File: src/rtl/int8_float_scaled_dot_product_top_defines.svh
// Assertion macros shared by the scaled dot product block.
`ifndef INT8_FLOAT_SCALED_DOT_PRODUCT_TOP_DEFINES_SVH
`define INT8_FLOAT_SCALED_DOT_PRODUCT_TOP_DEFINES_SVH

// Same-cycle implication, sampled on clk and off during reset.
`define ISDP_ASSERT_NOW(lbl, ante, cons, msg) \
    lbl: assert property (@(posedge clk) disable iff (!rst_n) (ante) |-> (cons)) \
        else $error(msg);

// Next-cycle implication, sampled on clk and off during reset.
`define ISDP_ASSERT_NEXT(lbl, ante, cons, msg) \
    lbl: assert property (@(posedge clk) disable iff (!rst_n) (ante) |=> (cons)) \
        else $error(msg);

`endif

File: src/rtl/isdp_pkg.sv
// Types, constants and helper functions of the scaled dot product block.
`timescale 1ns / 1ps

package isdp_pkg;

    localparam logic [31:0] F32_ZERO   = 32'h0000_0000;
    localparam logic [31:0] F32_ONE    = 32'h3F80_0000;
    localparam logic [31:0] F32_QNAN   = 32'h7FC0_0000;
    localparam int          MW         = 50;

    typedef enum logic {
        FOP_MUL,
        FOP_ADD
    } fop_t;

    typedef enum logic [2:0] {
        ST_IDLE,
        ST_MUL_GO,
        ST_MUL_WT,
        ST_ADD_GO,
        ST_ADD_WT,
        ST_SCL_GO,
        ST_SCL_WT,
        ST_OUT
    } state_t;

    // Unpacked operand: mant has hidden bit unless subnormal, exp is at least 1.
    typedef struct packed {
        logic        sign;
        logic [7:0]  exp;
        logic [23:0] mant;
        logic        is_nan;
        logic        is_inf;
        logic        is_zero;
    } unp_t;

    // Value in flight between the unit's stages: mant / 2^49 * 2^(exp - 127).
    typedef struct packed {
        logic               sign;
        logic               nan;
        logic               inf;
        logic signed [10:0] exp;
        logic [MW-1:0]      mant;
    } fstage_t;

    function automatic unp_t f32_unpack(input logic [31:0] f);
        unp_t u;
        u.sign    = f[31];
        u.is_nan  = (f[30:23] == 8'hFF) && (f[22:0] != 23'd0);
        u.is_inf  = (f[30:23] == 8'hFF) && (f[22:0] == 23'd0);
        u.is_zero = (f[30:0] == 31'd0);
        if (f[30:23] == 8'd0)
        begin
            u.exp  = 8'd1;
            u.mant = {1'b0, f[22:0]};
        end
        else
        begin
            u.exp  = f[30:23];
            u.mant = {1'b1, f[22:0]};
        end
        return u;
    endfunction

    // Exact conversion of a signed 8-bit integer to single precision.
    function automatic logic [31:0] int8_to_f32(input logic signed [7:0] w);
        logic [7:0]  mag;
        logic [2:0]  p;
        logic [23:0] m24;
        mag = w[7] ? 8'(-w) : 8'(w);
        p   = 3'd0;
        for (int i = 0; i < 8; i++)
        begin
            if (mag[i])
            begin
                p = 3'(i);
            end
        end
        m24 = {16'd0, mag} << (5'd23 - 5'(p));
        if (mag == 8'd0)
        begin
            return F32_ZERO;
        end
        return {w[7], 8'(8'd127 + 8'(p)), m24[22:0]};
    endfunction

endpackage

File: src/rtl/isdp_fpu.sv
// Three-stage single-precision multiply/add unit shared by every step of the sequence.
`timescale 1ns / 1ps

module isdp_fpu
    import isdp_pkg::*;
(
    input  logic        clk,
    input  logic        rst_n,
    input  logic        start,
    input  fop_t        op,
    input  logic [31:0] a,
    input  logic [31:0] b,
    output logic        done,
    output logic [31:0] result
);

    unp_t          ua;
    unp_t          ub;
    fstage_t       sa_next;
    fstage_t       sa_reg;
    fstage_t       sb_next;
    fstage_t       sb_reg;
    logic [2:0]    vld_reg;
    logic [31:0]   res_next;
    logic [31:0]   res_reg;

    // Operand setup, alignment and the raw product or sum.
    always_comb
    begin
        unp_t          big;
        unp_t          sml;
        logic [7:0]    d;
        logic [5:0]    sh;
        logic [MW-1:0] bb;
        logic [MW-1:0] al;
        logic [MW-1:0] aa;
        logic [47:0]   prod;
        logic          lost;
        ua      = f32_unpack(a);
        ub      = f32_unpack(b);
        sa_next = '0;
        big     = ua;
        sml     = ub;
        d       = 8'd0;
        sh      = 6'd0;
        bb      = '0;
        al      = '0;
        aa      = '0;
        prod    = 48'd0;
        lost    = 1'b0;
        if (op == FOP_MUL)
        begin
            prod         = ua.mant * ub.mant;
            sa_next.sign = ua.sign ^ ub.sign;
            sa_next.mant = {1'b0, prod, 1'b0};
            sa_next.exp  = 11'($signed({3'd0, ua.exp})) + 11'($signed({3'd0, ub.exp}))
                           - 11'sd125;
            sa_next.nan  = ua.is_nan || ub.is_nan || (ua.is_inf && ub.is_zero)
                           || (ub.is_inf && ua.is_zero);
            sa_next.inf  = ua.is_inf || ub.is_inf;
        end
        else
        begin
            if ({ub.exp, ub.mant} > {ua.exp, ua.mant})
            begin
                big = ub;
                sml = ua;
            end
            d    = big.exp - sml.exp;
            sh   = (d > 8'd63) ? 6'd63 : d[5:0];
            bb   = {1'b0, sml.mant, 25'd0};
            al   = bb >> sh;
            lost = ((al << sh) != bb);
            al   = al | {{(MW-1){1'b0}}, lost};
            aa   = {1'b0, big.mant, 25'd0};
            sa_next.mant = (big.sign == sml.sign) ? (aa + al) : (aa - al);
            sa_next.exp  = 11'($signed({3'd0, big.exp})) + 11'sd1;
            sa_next.sign = big.sign;
            // An exact zero sum is negative only when both addends are.
            if (sa_next.mant == '0)
            begin
                sa_next.sign = ua.sign & ub.sign;
            end
            sa_next.nan = ua.is_nan || ub.is_nan
                          || (ua.is_inf && ub.is_inf && (ua.sign != ub.sign));
            sa_next.inf = ua.is_inf || ub.is_inf;
            if (ua.is_inf)
            begin
                sa_next.sign = ua.sign;
            end
            else if (ub.is_inf)
            begin
                sa_next.sign = ub.sign;
            end
        end
    end

    // Normalize: leading-one search and left shift.
    always_comb
    begin
        logic [5:0] lz;
        lz = 6'd0;
        for (int i = 0; i < MW; i++)
        begin
            if (sa_reg.mant[i])
            begin
                lz = 6'(MW - 1 - i);
            end
        end
        sb_next      = sa_reg;
        sb_next.mant = sa_reg.mant << lz;
        sb_next.exp  = sa_reg.exp - 11'($signed({5'd0, lz}));
    end

    // Denormalize if needed, round to nearest even and pack.
    always_comb
    begin
        logic [5:0]         sh;
        logic signed [10:0] dn;
        logic [MW-1:0]      mm;
        logic               lost;
        logic               g;
        logic               st;
        logic [7:0]         ef;
        logic [30:0]        mag;
        dn   = 11'sd1 - sb_reg.exp;
        sh   = 6'd0;
        ef   = 8'd0;
        if (sb_reg.exp >= 11'sd1)
        begin
            ef = sb_reg.exp[7:0];
        end
        else if (dn > 11'sd63)
        begin
            sh = 6'd63;
        end
        else
        begin
            sh = dn[5:0];
        end
        mm   = sb_reg.mant >> sh;
        lost = ((mm << sh) != sb_reg.mant);
        g    = mm[25];
        st   = (mm[24:0] != 25'd0) || lost;
        // A carry out of the fraction moves into the exponent field, up to infinity.
        mag  = {ef, mm[48:26]} + 31'(g & (st | mm[26]));
        if (sb_reg.nan)
        begin
            res_next = F32_QNAN;
        end
        else if (sb_reg.inf || (sb_reg.exp >= 11'sd255 && sb_reg.mant != '0))
        begin
            res_next = {sb_reg.sign, 8'hFF, 23'd0};
        end
        else if (sb_reg.mant == '0)
        begin
            res_next = {sb_reg.sign, 31'd0};
        end
        else
        begin
            res_next = {sb_reg.sign, mag};
        end
    end

    always_ff @(posedge clk or negedge rst_n)
    begin
        if (!rst_n)
        begin
            vld_reg <= 3'd0;
        end
        else
        begin
            vld_reg <= {vld_reg[1:0], start};
        end
    end

    always_ff @(posedge clk)
    begin
        sa_reg  <= sa_next;
        sb_reg  <= sb_next;
        res_reg <= res_next;
    end

    assign done   = vld_reg[2];
    assign result = res_reg;

endmodule

File: src/rtl/int8_float_scaled_dot_product_top.sv
// Top level: sequencer and state of the int8 x float scaled dot product.
//
//  Channel   Direction  Signals                    Content
//  s_axis    in         s_tvalid/s_tready/s_tdata  weight, activation; tlast = last_element
//  m_axis    out        m_tvalid/m_tready/m_tdata  dot_result
//  config    in         cfg_wr_en/cfg_wr_data      row_scale
//
// Each element goes through the shared unit twice (multiply, then add); a pass issues
// the operation and then waits for it through the unit's stages, and the next element
// is accepted only once its add is done. A last element adds one more pass for the
// scale and a step to load the output.
// Reset returns the scale to 1.0 and the running sum to +0.0.
// The output register holds a result while the next input is taken; only a second
// finished result waits for it to drain.
`timescale 1ns / 1ps
`include "int8_float_scaled_dot_product_top_defines.svh"

module int8_float_scaled_dot_product_top
    import isdp_pkg::*;
(
    input  logic        clk,
    input  logic        rst_n,
    input  logic        s_tvalid,
    output logic        s_tready,
    input  logic [39:0] s_tdata,   // [7:0] weight, [39:8] activation
    input  logic        s_tlast,   // last_element
    output logic        m_tvalid,
    input  logic        m_tready,
    output logic [31:0] m_tdata,   // [31:0] dot_result
    input  logic        cfg_wr_en,
    input  logic [31:0] cfg_wr_data
);

    state_t      state_reg;
    state_t      state_next;
    logic [31:0] scale_reg;
    logic [31:0] sum_reg;
    logic [31:0] sum_next;
    logic [31:0] tmp_reg;
    logic [31:0] tmp_next;
    logic [7:0]  w_reg;
    logic [31:0] act_reg;
    logic        last_reg;
    logic        m_tvalid_reg;
    logic        m_tvalid_next;
    logic [31:0] m_tdata_reg;
    logic [31:0] m_tdata_next;
    logic        fpu_start;
    fop_t        fpu_op;
    logic [31:0] fpu_a;
    logic [31:0] fpu_b;
    logic        fpu_done;
    logic [31:0] fpu_res;
    logic        accept;

    isdp_fpu u_fpu (
        .clk    (clk),
        .rst_n  (rst_n),
        .start  (fpu_start),
        .op     (fpu_op),
        .a      (fpu_a),
        .b      (fpu_b),
        .done   (fpu_done),
        .result (fpu_res)
    );

    assign s_tready = (state_reg == ST_IDLE);
    assign accept   = s_tvalid && s_tready;

    always_comb
    begin
        state_next    = state_reg;
        sum_next      = sum_reg;
        tmp_next      = tmp_reg;
        m_tvalid_next = m_tvalid_reg && !m_tready;
        m_tdata_next  = m_tdata_reg;
        fpu_start     = 1'b0;
        fpu_op        = FOP_MUL;
        fpu_a         = int8_to_f32(w_reg);
        fpu_b         = act_reg;
        case (state_reg)
            ST_IDLE:
            begin
                if (accept)
                begin
                    state_next = ST_MUL_GO;
                end
            end
            ST_MUL_GO:
            begin
                fpu_start  = 1'b1;
                state_next = ST_MUL_WT;
            end
            ST_MUL_WT:
            begin
                if (fpu_done)
                begin
                    tmp_next   = fpu_res;
                    state_next = ST_ADD_GO;
                end
            end
            ST_ADD_GO:
            begin
                fpu_start  = 1'b1;
                fpu_op     = FOP_ADD;
                fpu_a      = sum_reg;
                fpu_b      = tmp_reg;
                state_next = ST_ADD_WT;
            end
            ST_ADD_WT:
            begin
                if (fpu_done)
                begin
                    tmp_next = fpu_res;
                    if (last_reg)
                    begin
                        sum_next   = F32_ZERO;
                        state_next = ST_SCL_GO;
                    end
                    else
                    begin
                        sum_next   = fpu_res;
                        state_next = ST_IDLE;
                    end
                end
            end
            ST_SCL_GO:
            begin
                fpu_start  = 1'b1;
                fpu_a      = tmp_reg;
                fpu_b      = scale_reg;
                state_next = ST_SCL_WT;
            end
            ST_SCL_WT:
            begin
                if (fpu_done)
                begin
                    tmp_next   = fpu_res;
                    state_next = ST_OUT;
                end
            end
            ST_OUT:
            begin
                if (!m_tvalid_reg || m_tready)
                begin
                    m_tvalid_next = 1'b1;
                    m_tdata_next  = tmp_reg;
                    state_next    = ST_IDLE;
                end
            end
            default:
            begin
                state_next = ST_IDLE;
            end
        endcase
    end

    always_ff @(posedge clk or negedge rst_n)
    begin
        if (!rst_n)
        begin
            state_reg    <= ST_IDLE;
            scale_reg    <= F32_ONE;
            sum_reg      <= F32_ZERO;
            m_tvalid_reg <= 1'b0;
        end
        else
        begin
            state_reg    <= state_next;
            sum_reg      <= sum_next;
            m_tvalid_reg <= m_tvalid_next;
            if (cfg_wr_en)
            begin
                scale_reg <= cfg_wr_data;
            end
        end
    end

    always_ff @(posedge clk)
    begin
        tmp_reg     <= tmp_next;
        m_tdata_reg <= m_tdata_next;
        if (accept)
        begin
            w_reg    <= s_tdata[7:0];
            act_reg  <= s_tdata[39:8];
            last_reg <= s_tlast;
        end
    end

    assign m_tvalid = m_tvalid_reg;
    assign m_tdata  = m_tdata_reg;

    `ISDP_ASSERT_NEXT(a_busy_after_accept, accept, !s_tready, "input taken while busy")
    `ISDP_ASSERT_NOW(a_done_when_waiting, fpu_done,
        state_reg == ST_MUL_WT || state_reg == ST_ADD_WT || state_reg == ST_SCL_WT,
        "unit result arrived outside a wait state")
    `ISDP_ASSERT_NEXT(a_out_loads, state_reg == ST_OUT && (!m_tvalid_reg || m_tready),
        m_tvalid && state_reg == ST_IDLE, "finished result not loaded")

endmodule
File: config.mk
export PLATFORM = sky130hd
export DESIGN_NAME = int8_float_scaled_dot_product_top
export DESIGN_NICKNAME = d
export VERILOG_FILES = /design/src/rtl/isdp_pkg.sv /design/src/rtl/isdp_fpu.sv /design/src/rtl/int8_float_scaled_dot_product_top.sv
export VERILOG_INCLUDE_DIRS = /design/src /design/src/rtl
export SDC_FILE = /design/constraint.sdc
export NUM_CORES = 2
export LEC_CHECK = 0
export ABC_AREA = 1
export BUFFER_PORTS_ARGS = -buffer_cell sky130_fd_sc_hd__buf_2
export CORE_ASPECT_RATIO = 0.6
export CORE_MARGIN = 4
export CORE_UTILIZATION = 25
export DETAILED_ROUTE_END_ITERATION = 8
export REMOVE_ABC_BUFFERS = 1
export SLEW_MARGIN = 0
export SYNTH_ARGS = -nofsm -noshare
export SYNTH_HDL_FRONTEND = slang
export SYNTH_SLANG_ARGS = --single-unit
File: constraint.sdc
create_clock -name clk -period 9.75 [get_ports clk]
set_clock_uncertainty 0.2 [all_clocks]
set_input_delay 0 -clock clk [delete_from_list [all_inputs] [get_ports clk]]
set_output_delay 0 -clock clk [all_outputs]
set_load 0.1 [all_outputs]
==> out/metrics.yaml <==
status: "complete, but fails checks"
failed_checks: "design-rule violations, negative setup slack"
worst_pin_slew_ns: 1.45
max-clock-path-buffers: 3
drt_iter0_drc: 7749
synth_ff_type: "dfxtp_1"
hold_class: "input port to flop"
rows: 129
synth_cells: 7823
wire_per_inst_um: 23.0
synth_adder_area_share_pct: 26.3
r2r_end: "u_fpu.sa_reg[63]"
die_area_um2: 214000
slew_headroom_pct: 2.54
grt_overflow: 0
cp_slowest_cell: "edfxtp_1"
crit_type: "flop to flop"
clkTransAtPathRegs_ns: 0.07
ant_nets: 0
vias_per_cell: 5.12
grt_setup_unrepaired: "yes"
fp.dieW_um: 595
cp_max_fo: 6
grt_max_degree: 107
synth_edf_count: 105
required_ns: 10.07
cp_slowest_stage_delay_ns: 0.42
synth_top_family_by_area: "simple AND/OR/NAND/NOR gates"
synthToLayoutAreaGrowth_pct: 40.1
routabilityCongestion: 1.03
slew_violations: 0
setup_slack_ns: -0.927
synthMuxAreaShare_pct: 0.779
fillers: 22000
dpl.hpwl_um: 220000
final_common_cell: "nand2_1"
finalSetupViolCount: 17
ys_ff_latch: 336
drc_errors: 2
synth-xor-area-share_pct: 1.15
clkSinkCount: 336
synth-simple-area-share_pct: 29.7
crit_start: "w_reg[0]"
drt-total-wl_um: 274000
initial_core_util_pct: 25.1
grt_pass1_wl_um: 396000
pre_cts_ws_ns: -1.62
cts_tree: "built"
floorplan.die.height_um: 360
fin_nets: 10000
synthesis.area_um2: 51700
crit_arrival_ns: 11.00
async_reset_ff_share_pct: 21.1
endpoint: "u_fpu.sa_reg[63]"
synth.yosys.seq_area_share_pct: 15.7
synthDistinctLibCells: 79
final_area_um2: 72500
hold-worst-slack_ns: 0.0240
core_um2: 206000
grt_pass1_vias: 57900
fin_crit_ns: 10.68
crit_top_cell: "nand2_2"
hold_violations: 0
cts-root-buf: "clkbuf_16"
ios: 112
drt_first_pass_iters: 9
drive_above_1_share_pct: 26.0
port_buffers: 111
placed_area_um2: 63900
finalCritPeriodShare_pct: 110
antenna_found_initial: 7
start_kind: "flop"
r2r_slack_ns: -0.93
most-common-layout-cells: "nand2_1 (1858), buf_4 (1278), inv_1 (1132)"
cap_violations: 0
clk_latency_ns: 0.58
htreeDepth: 2
num_vias: 61200
max_clock_freq_mhz: 93.7
synth_warnings: 0
rr_startpoint: "w_reg[0]"
synth_compound_area_share_pct: 13.9
reg2regPathDepth: 83
track_usage_pct: 24.4
avgSynthCellArea_um2: 6.61
crit_path_end_kind: "flop"
numCtsBuffers: 34
[synth_stat cells (93+ instances only)]
cell      instances  area share (%)
nand4_1         113             1.4
nand3_1         693             6.7
buf_1            93            0.67
edfxtp_1        105             6.1
nand2_1        1993              14
dfxtp_1         160             6.2
nor2_1          593             4.3
ha_1            310             7.5
inv_1          1183             8.6
o21ai_0         768             7.4
clkbuf_1        254             1.8
a21oi_1         255             2.5
fa_1            485              19
[stage by stage]
stage / instances / utilization (%) / setup TNS (ns)
global placement: 11500 / 31.0 / -20.84
CTS: 11900 / 33.9 / -4.62
finish: 12000 / 35.2 / -8.83
detailed placement: 11500 / 31.0 / -19.23
floorplan: 7411 / - / -119.07
global route: 12000 / 35.2 / -15.92
[cell families (layout without fill, tap and decap cells)]
logic type | Yosys count | count (layout)
AOI/OAI and AO/OA | 1312 | 1312
and+or+nand+nor | 3597 | 3598
other | 0 | 2
xor gates and xnor gates | 68 | 68
buffers and inverters | 1675 | 3050
DFF | 336 | 336
adders and majority gates | 795 | 795
muxes | 40 | 40
[per-layer routing]
layer	track usage (%)	wire length, um
met3	7.75	37000
met5	0	72
met1	39.6	134000
met4	3.12	4660
met2	31.0	99000
[cell type report]
cell class / count / area [um2] / area share [%]
repair inverters: 1 / 7.51 / 0.0104
clock inverters: 13 / 136 / 0.188
multi-input cells: 5813 / 40500 / 55.8
well taps: 2751 / 3440 / 4.75
diodes: 2 / 5.00 / 0.00691
inverters: 1263 / 4840 / 6.67
flip-flops and latches: 336 / 8140 / 11.2
repair buffers: 1724 / 14400 / 19.9
clock buffers: 49 / 978 / 1.35
[worst min path at each step]
| stage | start | slack, ns | endpoint | cells past startpoint |
|---|---|---|---|---|
| after global placement | s_tdata[18] | -0.02 | act_reg[10] | 1 |
| after detailed placement | s_tdata[22] | -0.02 | act_reg[14] | 1 |
| after floorplan | rst_n | -0.50 | m_tvalid | 0 |
| after CTS | s_tdata[33] | 0.0003 | act_reg[25] | 2 |
| final | s_tdata[34] | 0.02 | act_reg[26] | 2 |
| after global routing | s_tdata[36] | 0.01 | act_reg[28] | 2 |
[worst max-delay path, delay by kind of cell (launching register included)]
family,cells,cell delay [ns]
compound gates,6,1.06
fa+ha+maj,3,0.46
buf+inv,18,2.03
flops,1,0.42
simple gates,56,6.33
[repair_timing]
item	CTS	global route
buffers inserted	147	75
hold endpoints to repair	196	2
pin swaps	141	263
endpoints found under the setup margin	25	31
hold buffers	180	2
gates cloned	9	4
gates resized for setup	452	467
Power is left out: the tool's default activity adds up to more than one toggle a clock period on the data nets, which glitch-free logic cannot reach.
